--- config.mk ---
export PLATFORM = sky130hd
export DESIGN_NAME = headset_hook_key_detector
export DESIGN_NICKNAME = d
export VERILOG_FILES = /design/src/sv/hhkd_pkg.sv /design/src/sv/hhkd_cfg.sv /design/src/sv/hhkd_core.sv /design/src/sv/headset_hook_key_detector.sv
export VERILOG_INCLUDE_DIRS = /design/src /design/src/sv
export SDC_FILE = /design/constraint.sdc
export NUM_CORES = 1
export LEC_CHECK = 0
export ABC_AREA = 1
export BUFFER_PORTS_ARGS = -buffer_cell sky130_fd_sc_hd__buf_2
export CAP_MARGIN = 0
export CORE_MARGIN = 2
export CORE_UTILIZATION = 58
export DETAILED_ROUTE_END_ITERATION = 16
export GPL_TIMING_DRIVEN = 0
export HOLD_SLACK_MARGIN = 0.1
export PLACE_DENSITY_LB_ADDON = 0.1
export SKIP_CTS_REPAIR_TIMING = 1
export SYNTH_ARGS = -nofsm -noshare
export SYNTH_HDL_FRONTEND = slang
export SYNTH_SLANG_ARGS = --single-unit
--- constraint.sdc ---
create_clock -name clk -period 2.7 [get_ports clk]
set_clock_uncertainty 0.15 [all_clocks]
set_input_delay 0.27 -clock clk [delete_from_list [all_inputs] [get_ports clk]]
set_output_delay 0.27 -clock clk [all_outputs]
set_load 0.05 [all_outputs]
--- src/sv/headset_hook_key_detector_defines.svh ---
// assertion macros used by the headset hook key detector core
`ifndef HEADSET_HOOK_KEY_DETECTOR_DEFINES_SVH
`define HEADSET_HOOK_KEY_DETECTOR_DEFINES_SVH

`ifndef ASSERT_OFF

// same-cycle implication, checked out of reset
`define HHKD_ASSERT_IMPL(label, clk, rst_n, ante, cons) \
	label: assert property (@(posedge clk) disable iff (!rst_n) (ante) |-> (cons)) \
		else $error("hhkd: same-cycle check failed");

// next-cycle implication, checked out of reset
`define HHKD_ASSERT_NEXT(label, clk, rst_n, ante, cons) \
	label: assert property (@(posedge clk) disable iff (!rst_n) (ante) |=> (cons)) \
		else $error("hhkd: next-cycle check failed");

`else

`define HHKD_ASSERT_IMPL(label, clk, rst_n, ante, cons)
`define HHKD_ASSERT_NEXT(label, clk, rst_n, ante, cons)

`endif

`endif

--- src/sv/hhkd_pkg.sv ---
// types, codes and reset values of the headset hook key detector
`default_nettype none

package hhkd_pkg;

	// command codes of an input item
	typedef enum logic [2:0] {
		CMD_TICK       = 3'd0,
		CMD_SW_ENABLE  = 3'd1,
		CMD_SW_DISABLE = 3'd2,
		CMD_MIC_ON     = 3'd3,
		CMD_MIC_OFF    = 3'd4
	} cmd_t;

	// key event codes of a result item
	typedef enum logic [1:0] {
		EV_NONE    = 2'd0,
		EV_PRESS   = 2'd1,
		EV_RELEASE = 2'd2
	} ev_t;

	// detector phase, one-hot
	typedef enum logic [3:0] {
		PH_IDLE    = 4'b0001,
		PH_PROBE   = 4'b0010,
		PH_MONITOR = 4'b0100,
		PH_CONFIRM = 4'b1000
	} phase_t;

	// configuration register indexes
	typedef enum logic [2:0] {
		REG_SETTLE   = 3'd0,
		REG_POLL     = 3'd1,
		REG_RETRY    = 3'd2,
		REG_ATTEMPTS = 3'd3,
		REG_SAMPLES  = 3'd4,
		REG_RELEASE  = 3'd5
	} reg_idx_t;

	localparam int unsigned ADDR_W = 5;
	localparam int unsigned DATA_W = 32;

	// register reset values
	localparam logic [9:0]  SETTLE_RST   = 10'd25;
	localparam logic [9:0]  POLL_RST     = 10'd40;
	localparam logic [11:0] RETRY_RST    = 12'd1000;
	localparam logic [2:0]  ATTEMPTS_RST = 3'd3;
	localparam logic [2:0]  SAMPLES_RST  = 3'd3;
	localparam logic [3:0]  RELEASE_RST  = 4'd5;

	typedef struct packed {
		logic [2:0] cmd;
		logic       pin_level;
	} in_item_t;

	typedef struct packed {
		logic       key_pressed;
		logic [1:0] key_event;
		logic       mic_bias_on;
		logic       pull_up;
		logic       detector_active;
	} out_item_t;

	typedef struct packed {
		logic [9:0]  settle_ticks;
		logic [9:0]  poll_ticks;
		logic [11:0] retry_ticks;
		logic [2:0]  probe_attempts;
		logic [2:0]  probe_samples;
		logic [3:0]  release_samples;
	} cfg_t;

	// an interval of n ticks loads n-1; zero behaves like one
	function automatic logic [11:0] load_ticks(input logic [11:0] v);
		return (v == 12'd0) ? 12'd0 : v - 12'd1;
	endfunction

endpackage

`default_nettype wire

--- src/sv/hhkd_cfg.sv ---
// apb register file holding the detector timing and count settings
`default_nettype none

module hhkd_cfg (
	input  wire                          clk,
	input  wire                          arst_n,
	input  wire                          wr_en,
	input  wire  [hhkd_pkg::ADDR_W-1:0]  paddr,
	input  wire  [hhkd_pkg::DATA_W-1:0]  pwdata,
	output logic [hhkd_pkg::DATA_W-1:0]  prdata,
	output hhkd_pkg::cfg_t               cfg
);
	import hhkd_pkg::*;

	cfg_t       cfg_q;
	logic [2:0] idx;

	assign idx = paddr[4:2];
	assign cfg = cfg_q;

	// register writes, unknown index ignored
	always_ff @(posedge clk or negedge arst_n) begin
		if (!arst_n) begin
			cfg_q.settle_ticks    <= SETTLE_RST;
			cfg_q.poll_ticks      <= POLL_RST;
			cfg_q.retry_ticks     <= RETRY_RST;
			cfg_q.probe_attempts  <= ATTEMPTS_RST;
			cfg_q.probe_samples   <= SAMPLES_RST;
			cfg_q.release_samples <= RELEASE_RST;
		end else if (wr_en) begin
			case (idx)
				REG_SETTLE:   cfg_q.settle_ticks    <= pwdata[9:0];
				REG_POLL:     cfg_q.poll_ticks      <= pwdata[9:0];
				REG_RETRY:    cfg_q.retry_ticks     <= pwdata[11:0];
				REG_ATTEMPTS: cfg_q.probe_attempts  <= pwdata[2:0];
				REG_SAMPLES:  cfg_q.probe_samples   <= pwdata[2:0];
				REG_RELEASE:  cfg_q.release_samples <= pwdata[3:0];
				default: ;
			endcase
		end
	end

	// read mux
	always_comb begin
		prdata = '0;
		case (idx)
			REG_SETTLE:   prdata = {22'd0, cfg_q.settle_ticks};
			REG_POLL:     prdata = {22'd0, cfg_q.poll_ticks};
			REG_RETRY:    prdata = {20'd0, cfg_q.retry_ticks};
			REG_ATTEMPTS: prdata = {29'd0, cfg_q.probe_attempts};
			REG_SAMPLES:  prdata = {29'd0, cfg_q.probe_samples};
			REG_RELEASE:  prdata = {28'd0, cfg_q.release_samples};
			default:      prdata = '0;
		endcase
	end

endmodule

`default_nettype wire

--- src/sv/hhkd_core.sv ---
// detector state machine: next-state logic, state registers and result fields
`default_nettype none
`include "headset_hook_key_detector_defines.svh"

module hhkd_core (
	input  wire                   clk,
	input  wire                   arst_n,
	input  wire                   step_en,
	input  hhkd_pkg::in_item_t    item,
	input  hhkd_pkg::cfg_t        cfg,
	output hhkd_pkg::out_item_t   result
);
	import hhkd_pkg::*;

	phase_t      phase_q, phase_n;
	logic [2:0]  attempt_q, attempt_n;
	logic [3:0]  sample_q, sample_n;
	logic [11:0] wait_q, wait_n;
	logic        last_q, last_n;
	logic        key_down_q, key_down_n;
	logic        switch_q, switch_n;
	logic        transmit_q, transmit_n;
	logic        mic_q, mic_n;
	logic        pull_up_q, pull_up_n;
	ev_t         ev;

	logic [3:0]  attempt_inc;
	logic [4:0]  sample_inc;
	logic [11:0] poll_load;

	assign attempt_inc = {1'b0, attempt_q} + 4'd1;
	assign sample_inc  = {1'b0, sample_q} + 5'd1;
	assign poll_load   = load_ticks({2'd0, cfg.poll_ticks});

	// next state for one item
	always_comb begin
		phase_n    = phase_q;
		attempt_n  = attempt_q;
		sample_n   = sample_q;
		wait_n     = wait_q;
		last_n     = last_q;
		key_down_n = key_down_q;
		switch_n   = switch_q;
		transmit_n = transmit_q;
		mic_n      = mic_q;
		pull_up_n  = pull_up_q;
		ev         = EV_NONE;
		case (item.cmd)
			CMD_TICK: begin
				if (phase_q != PH_IDLE) begin
					if (wait_q != 12'd0) begin
						wait_n = wait_q - 12'd1;
					end else begin
						case (phase_q)
							PH_PROBE: begin
								if (item.pin_level) begin
									attempt_n = attempt_inc[2:0];
									sample_n  = 4'd0;
									if (attempt_inc >= {1'b0, cfg.probe_attempts}) begin
										phase_n = PH_IDLE;
									end else begin
										wait_n = load_ticks(cfg.retry_ticks);
									end
								end else if (sample_inc >= {2'd0, cfg.probe_samples}) begin
									phase_n  = PH_MONITOR;
									sample_n = 4'd0;
									last_n   = 1'b0;
									wait_n   = poll_load;
								end else begin
									sample_n = sample_inc[3:0];
									wait_n   = load_ticks({2'd0, cfg.settle_ticks});
								end
							end
							PH_MONITOR: begin
								if (item.pin_level != last_q) begin
									if (!item.pin_level && key_down_q) begin
										phase_n  = PH_CONFIRM;
										sample_n = 4'd0;
									end else if (item.pin_level && !key_down_q) begin
										key_down_n = 1'b1;
										ev         = EV_PRESS;
									end
								end
								last_n = item.pin_level;
								wait_n = poll_load;
							end
							PH_CONFIRM: begin
								last_n = item.pin_level;
								if (item.pin_level) begin
									phase_n = PH_MONITOR;
								end else begin
									sample_n = sample_inc[3:0];
									if (sample_inc >= {1'b0, cfg.release_samples}) begin
										if (key_down_q) begin
											key_down_n = 1'b0;
											ev         = EV_RELEASE;
										end
										phase_n = PH_MONITOR;
									end
								end
								wait_n = poll_load;
							end
							default: ;
						endcase
					end
				end
			end
			CMD_SW_ENABLE: begin
				if (!switch_q) begin
					if (key_down_q) begin
						key_down_n = 1'b0;
						ev         = EV_RELEASE;
					end
					switch_n  = 1'b1;
					mic_n     = 1'b1;
					pull_up_n = 1'b1;
					phase_n   = PH_PROBE;
					attempt_n = 3'd0;
					sample_n  = 4'd0;
					wait_n    = 12'd0;
					last_n    = 1'b0;
				end
			end
			CMD_SW_DISABLE: begin
				if (switch_q) begin
					if (key_down_q) begin
						key_down_n = 1'b0;
						ev         = EV_RELEASE;
					end
					switch_n  = 1'b0;
					mic_n     = transmit_q;
					pull_up_n = 1'b0;
					phase_n   = PH_IDLE;
					attempt_n = 3'd0;
					sample_n  = 4'd0;
					wait_n    = 12'd0;
				end
			end
			CMD_MIC_ON: begin
				transmit_n = 1'b1;
				mic_n      = 1'b1;
			end
			CMD_MIC_OFF: begin
				transmit_n = 1'b0;
				mic_n      = switch_q;
			end
			default: ;
		endcase
	end

	// result fields reflect the state after the item
	assign result.key_pressed     = key_down_n;
	assign result.key_event       = ev;
	assign result.mic_bias_on     = mic_n;
	assign result.pull_up         = pull_up_n;
	assign result.detector_active = (phase_n != PH_IDLE);

	// state registers
	always_ff @(posedge clk or negedge arst_n) begin
		if (!arst_n) begin
			phase_q    <= PH_IDLE;
			attempt_q  <= 3'd0;
			sample_q   <= 4'd0;
			wait_q     <= 12'd0;
			last_q     <= 1'b0;
			key_down_q <= 1'b0;
			switch_q   <= 1'b0;
			transmit_q <= 1'b0;
			mic_q      <= 1'b0;
			pull_up_q  <= 1'b0;
		end else if (step_en) begin
			phase_q    <= phase_n;
			attempt_q  <= attempt_n;
			sample_q   <= sample_n;
			wait_q     <= wait_n;
			last_q     <= last_n;
			key_down_q <= key_down_n;
			switch_q   <= switch_n;
			transmit_q <= transmit_n;
			mic_q      <= mic_n;
			pull_up_q  <= pull_up_n;
		end
	end

	// consistency checks
	`HHKD_ASSERT_IMPL(a_pull_follows_switch, clk, arst_n, 1'b1, pull_up_q == switch_q)
	`HHKD_ASSERT_IMPL(a_mic_is_or, clk, arst_n, 1'b1, mic_q == (switch_q | transmit_q))
	`HHKD_ASSERT_IMPL(a_active_needs_switch, clk, arst_n, phase_q != PH_IDLE, switch_q)
	`HHKD_ASSERT_IMPL(a_confirm_needs_key, clk, arst_n, phase_q == PH_CONFIRM, key_down_q)
	`HHKD_ASSERT_NEXT(a_press_sets_key, clk, arst_n, step_en && (ev == EV_PRESS), key_down_q)

endmodule

`default_nettype wire

--- src/sv/headset_hook_key_detector.sv ---
// top level of the headset hook key detector
//
// Usage:
//   Each command item (tick with pin level, switch enable or disable, mic on
//   or off) enters on the cmd channel and gives exactly one result item on
//   the rsp channel: key state, key event, mic bias, pull direction and
//   detector activity after that command.
//   An item is taken into an input register, worked on by the state machine
//   and written with the new state into the result register, from which it
//   is presented on rsp. One item per cycle is sustained while rsp_stall is
//   low: the only loop is the state update of the detector state machine.
//   When rsp_stall is high and the result register is full, that register
//   holds and the input register keeps its item; cmd_stall rises only when
//   both are full and rsp stalls. Reset clears all detector state, empties
//   both registers and loads the register defaults (settle 25, poll 40,
//   retry 1000, attempts 3, probe samples 3, release samples 5). Registers
//   are written over the apb port, one register per word. The user must
//   write them only while no item is in flight; the block does not enforce
//   this.
`default_nettype none

module headset_hook_key_detector (
	input  wire                          clk,
	input  wire                          arst_n,
	input  wire                          cmd_valid,
	output logic                         cmd_stall,
	input  hhkd_pkg::in_item_t           cmd_item,
	output logic                         rsp_valid,
	input  wire                          rsp_stall,
	output hhkd_pkg::out_item_t          rsp_item,
	input  wire                          psel,
	input  wire                          penable,
	input  wire                          pwrite,
	input  wire  [hhkd_pkg::ADDR_W-1:0]  paddr,
	input  wire  [hhkd_pkg::DATA_W-1:0]  pwdata,
	output logic [hhkd_pkg::DATA_W-1:0]  prdata,
	output logic                         pready
);
	import hhkd_pkg::*;

	cfg_t      cfg;
	in_item_t  item_s1;
	logic      valid_s1;
	out_item_t result;
	out_item_t rsp_item_s2;
	logic      rsp_valid_s2;
	logic      advance;
	logic      step_en;
	logic      cmd_accept;

	// handshake control
	assign advance    = !rsp_valid_s2 || !rsp_stall;
	assign step_en    = valid_s1 && advance;
	assign cmd_stall  = valid_s1 && !advance;
	assign cmd_accept = cmd_valid && !cmd_stall;
	assign rsp_valid  = rsp_valid_s2;
	assign rsp_item   = rsp_item_s2;
	assign pready     = 1'b1;

	// input register
	always_ff @(posedge clk or negedge arst_n) begin
		if (!arst_n) begin
			valid_s1 <= 1'b0;
		end else if (cmd_accept) begin
			valid_s1 <= 1'b1;
		end else if (step_en) begin
			valid_s1 <= 1'b0;
		end
	end

	always_ff @(posedge clk) begin
		if (cmd_accept) begin
			item_s1 <= cmd_item;
		end
	end

	// result register
	always_ff @(posedge clk or negedge arst_n) begin
		if (!arst_n) begin
			rsp_valid_s2 <= 1'b0;
		end else if (advance) begin
			rsp_valid_s2 <= step_en;
		end
	end

	always_ff @(posedge clk) begin
		if (step_en) begin
			rsp_item_s2 <= result;
		end
	end

	hhkd_cfg u_cfg (
		.clk    (clk),
		.arst_n (arst_n),
		.wr_en  (psel && penable && pwrite),
		.paddr  (paddr),
		.pwdata (pwdata),
		.prdata (prdata),
		.cfg    (cfg)
	);

	hhkd_core u_core (
		.clk     (clk),
		.arst_n  (arst_n),
		.step_en (step_en),
		.item    (item_s1),
		.cfg     (cfg),
		.result  (result)
	);

endmodule

`default_nettype wire

==> flow_summary_export.csv <==
group,metric,value,unit
outcome,status,"finished, final reports clean",
power,totalPowerFinal,5.40,mW
die,core,9330,um2
grt,globalRouteTotalUtil,28.2,%
layout,antenna_cells,0,
setup_path,worstRegToRegCells,17,
logic_synthesis,synth_edf_count,10,
place,numPortBuffers,45,
drt,via_count,5416,
place,hpwl,10800,um
drt,remaining_drc_errors,0,
grt,grt_max_degree,42,
min_path,hp-class,"primary input to register",
drt,drt-initial-drc-count,391,
setup_path,critPathArrivalTime,2.58,ns
logic_synthesis,seq_area_frac_synth,38.2,%
power,vdd_drop_max,0.369,mV
timing,grt_setup_unrepaired,"true",
min_path,hold-path-cell-count,5,
drt,wirelength,14500,um
die,die-height,103,um
logic_synthesis,ys_ff_latch,83,
timing,drv_slew,0,
logic_synthesis,ys.flop_type,"dfrtp_1",
logic_synthesis,synth-simple-area-share,29.7,%
timing,fmax,0.384,GHz
logic_synthesis,syn_area,5630,um2
grt,gr-total-overflow,0,
timing,finalCriticalPeriod,2.61,ns
logic_synthesis,synth_cell_types,42,
layout,drive_above_1_share,16.5,%
logic_synthesis,synthAdderAreaFrac,3.78,%
drt,ant_nets,0,
layout,syn_to_final_growth,15.8,%
logic_synthesis,syn_area_per_cell,7.16,um2
power,power_density,829,nW/um2
logic_synthesis,synth_top_family_by_area,"simple AND/OR/NAND/NOR gates",
setup_path,start_kind,"register",
clock_tree,clkTransAtPathRegs,0.09,ns
grt,antenna_found_initial,0,
clock_tree,clkLatencyLatePin,0.37,ns
clock_tree,htreeDepth,3,
job,cap_violations,0,
layout,nets,948,
die,rows,35,
logic_synthesis,synth_area_leader_cell,"dfrtp_1",
timing,fin_crit_sh,96.5,%
die,initial_core_util,60.4,%
grt,grt_first_pass_wirelength,23100,um
clock_tree,cts-root-buf,"clkbuf_8",
clock_tree,cts_tree,"done",
die,ioPinCount,89,
logic_synthesis,async_reset_ff_share,88.0,%
timing,whs,0.164,ns
logic_synthesis,synth-xor-area-share,4.20,%
power,p_leak,3.27,nW
logic_synthesis,yosysMostFrequentCell,"nand2_1",
logic_synthesis,synth.area.mux_share,0,%
setup_path,criticalPathCategory,"register to register",
clock_tree,cts_buffer_depth,2,
logic_synthesis,synth_top_area_share,24.4,%
place,gp_congestion,0.927,
timing,worst_slew_pin_slew,0.749,ns
die,dieWidth,103,um
drt,wl_per_cell,14.2,um
clock_tree,numClockSinks,83,
die,die_area,10500,um2
timing,setup_viol,0,
drt,viasPerCell,5.33,
setup_path,critPathMaxFanout,3,
logic_synthesis,synth-compound-area-share,12.4,%
grt,grt_pass1_vias,4939,
setup_path,cp-end-kind,"register",
timing,finalHoldViolations,0,
clock_tree,numCtsBuffers,9,
logic_synthesis,synth_commonest_cells,"202 x nand2_1, 105 x inv_1, 79 x nor2_1, 71 x o21ai_0, 55 x dfrtp_1",
logic_synthesis,syn_inst,787,
logic_synthesis,netlist_top_cells_area,"dfrtp_1 24%, nand2_1 13%, dfstp_2 8.4%",
logic_synthesis,yosysWarnings,0,
timing,slew_headroom,49.7,%
setup_path,crit_required,2.68,ns
drt,dr.pass1.iters,5,
==> worst max-delay path, cell delays in order, from the launching register on <==
cell	delay [ns]
dfrtp_1	0.42
ha_1	0.25
xor2_2	0.17
ha_1	0.31
nand2_1	0.08
nand2_1	0.05
nand3_1	0.06
nand2_1	0.05
inv_1	0.06
nand3_1	0.11
nand2_1	0.12
inv_1	0.05
nor2_1	0.08
nand2_1	0.06
nand2_1	0.10
nand3_1	0.07
nor2_1	0.11
nand2_1	0.05
==> through the flow <==
step	cell area, um2	std cells	utilization, %	setup WS (ns)	TNS [ns]
after floorplan	5700	806	-	0.370	0
after global placement	6090	980	65.3	0.0112	0
after detailed placement	6110	981	65.5	0.0175	0
after CTS	6310	996	67.7	0.00949	0
after global routing	6520	1016	69.9	-0.132	-0.132
final	6520	1016	69.9	0.0947	0
==> worst paths after layout <==
kind,from,endpoint,slack [ns]
worst max-delay path,u_core.sample_q[0],rsp_item[0],0.09
worst min-delay path,penable,u_cfg.cfg[2],0.16
worst max register to register,u_core.sample_q[0],rsp_item[0],0.09
worst min register to register,u_core.wait_q[0],u_core.wait_q[0],0.34
max in group asynchronous,arst_n,u_cfg.cfg[25],1.52
min in group asynchronous,arst_n,u_cfg.cfg[29],0.23
==> cell usage in the layout, fill, tap and decap left out, types with 10 or more instances in the layout <==
cell type,synthesis,final
xor2_1,18,17
nor2_1,79,78
dfrtp_1,55,54
ha_1,17,17
edfxtp_1,10,10
buf_4,21,23
o21ai_0,71,71
inv_1,105,105
nand3_1,53,53
nand2_1,202,202
nand4_1,16,16
dlygate4sd3_1,0,19
o21ai_1,10,10
inv_2,11,12
clkbuf_8,0,10
a21oi_1,12,12
buf_2,3,47
conb_1,2,21
dfstp_2,18,18
==> state kept, by name (all words and copies together) (netlist names) <==
| register | cells |
|---|---|
| valid_s1 | 1 |
| item_s1 | 4 |
| u_core.mic_q | 1 |
| u_core.pull_up_q | 1 |
| u_core.transmit_q | 1 |
| u_core.switch_q | 1 |
| u_core.wait_q | 12 |
| u_core.attempt_q | 3 |
| u_core.sample_q | 4 |
| u_cfg.cfg | 42 |
| u_core.last_q | 1 |
| rsp_item | 6 |
| u_core.key_down_q | 1 |
| rsp_valid | 1 |
| u_core.phase_q | 4 |
==> per-layer routing <==
layer  part of all wire (%)  up-vias  global-route usage, %
met5                      0        -                      0
met4                    1.6        0                   9.03
met3                    6.8       24                   5.36
met2                     47      223                   45.3
met1                     45     2484                   38.7
li1                       -     2685                      -
==> power breakdown <==
group	internal [mW]	switching, mW
combinational	0.865	1.67
clock	0.452	0.481
sequential	1.62	0.311
==> cells by family (layout without fill, tap and decap cells) <==
family,count (synthesis),after routing
buffers and inverters,150,231
other,2,21
xor gates and xnor gates,27,27
adders and majority gates,17,17
AOI/OAI and AO/OA,122,122
DFF,83,83
and+or+nand+nor,386,386
==> cell type report <==
type | instances | area, um2
Buffer | 32 | 210
Clock buffer | 10 | 138
Clock inverter | 5 | 62.6
Fill cell | 786 | 2810
Inverter | 118 | 443
Multi-Input combinational cell | 573 | 2910
Sequential cell | 83 | 2150
Tap cell | 129 | 161
Timing Repair Buffer | 66 | 445
(Power assumes the default switching activity.)
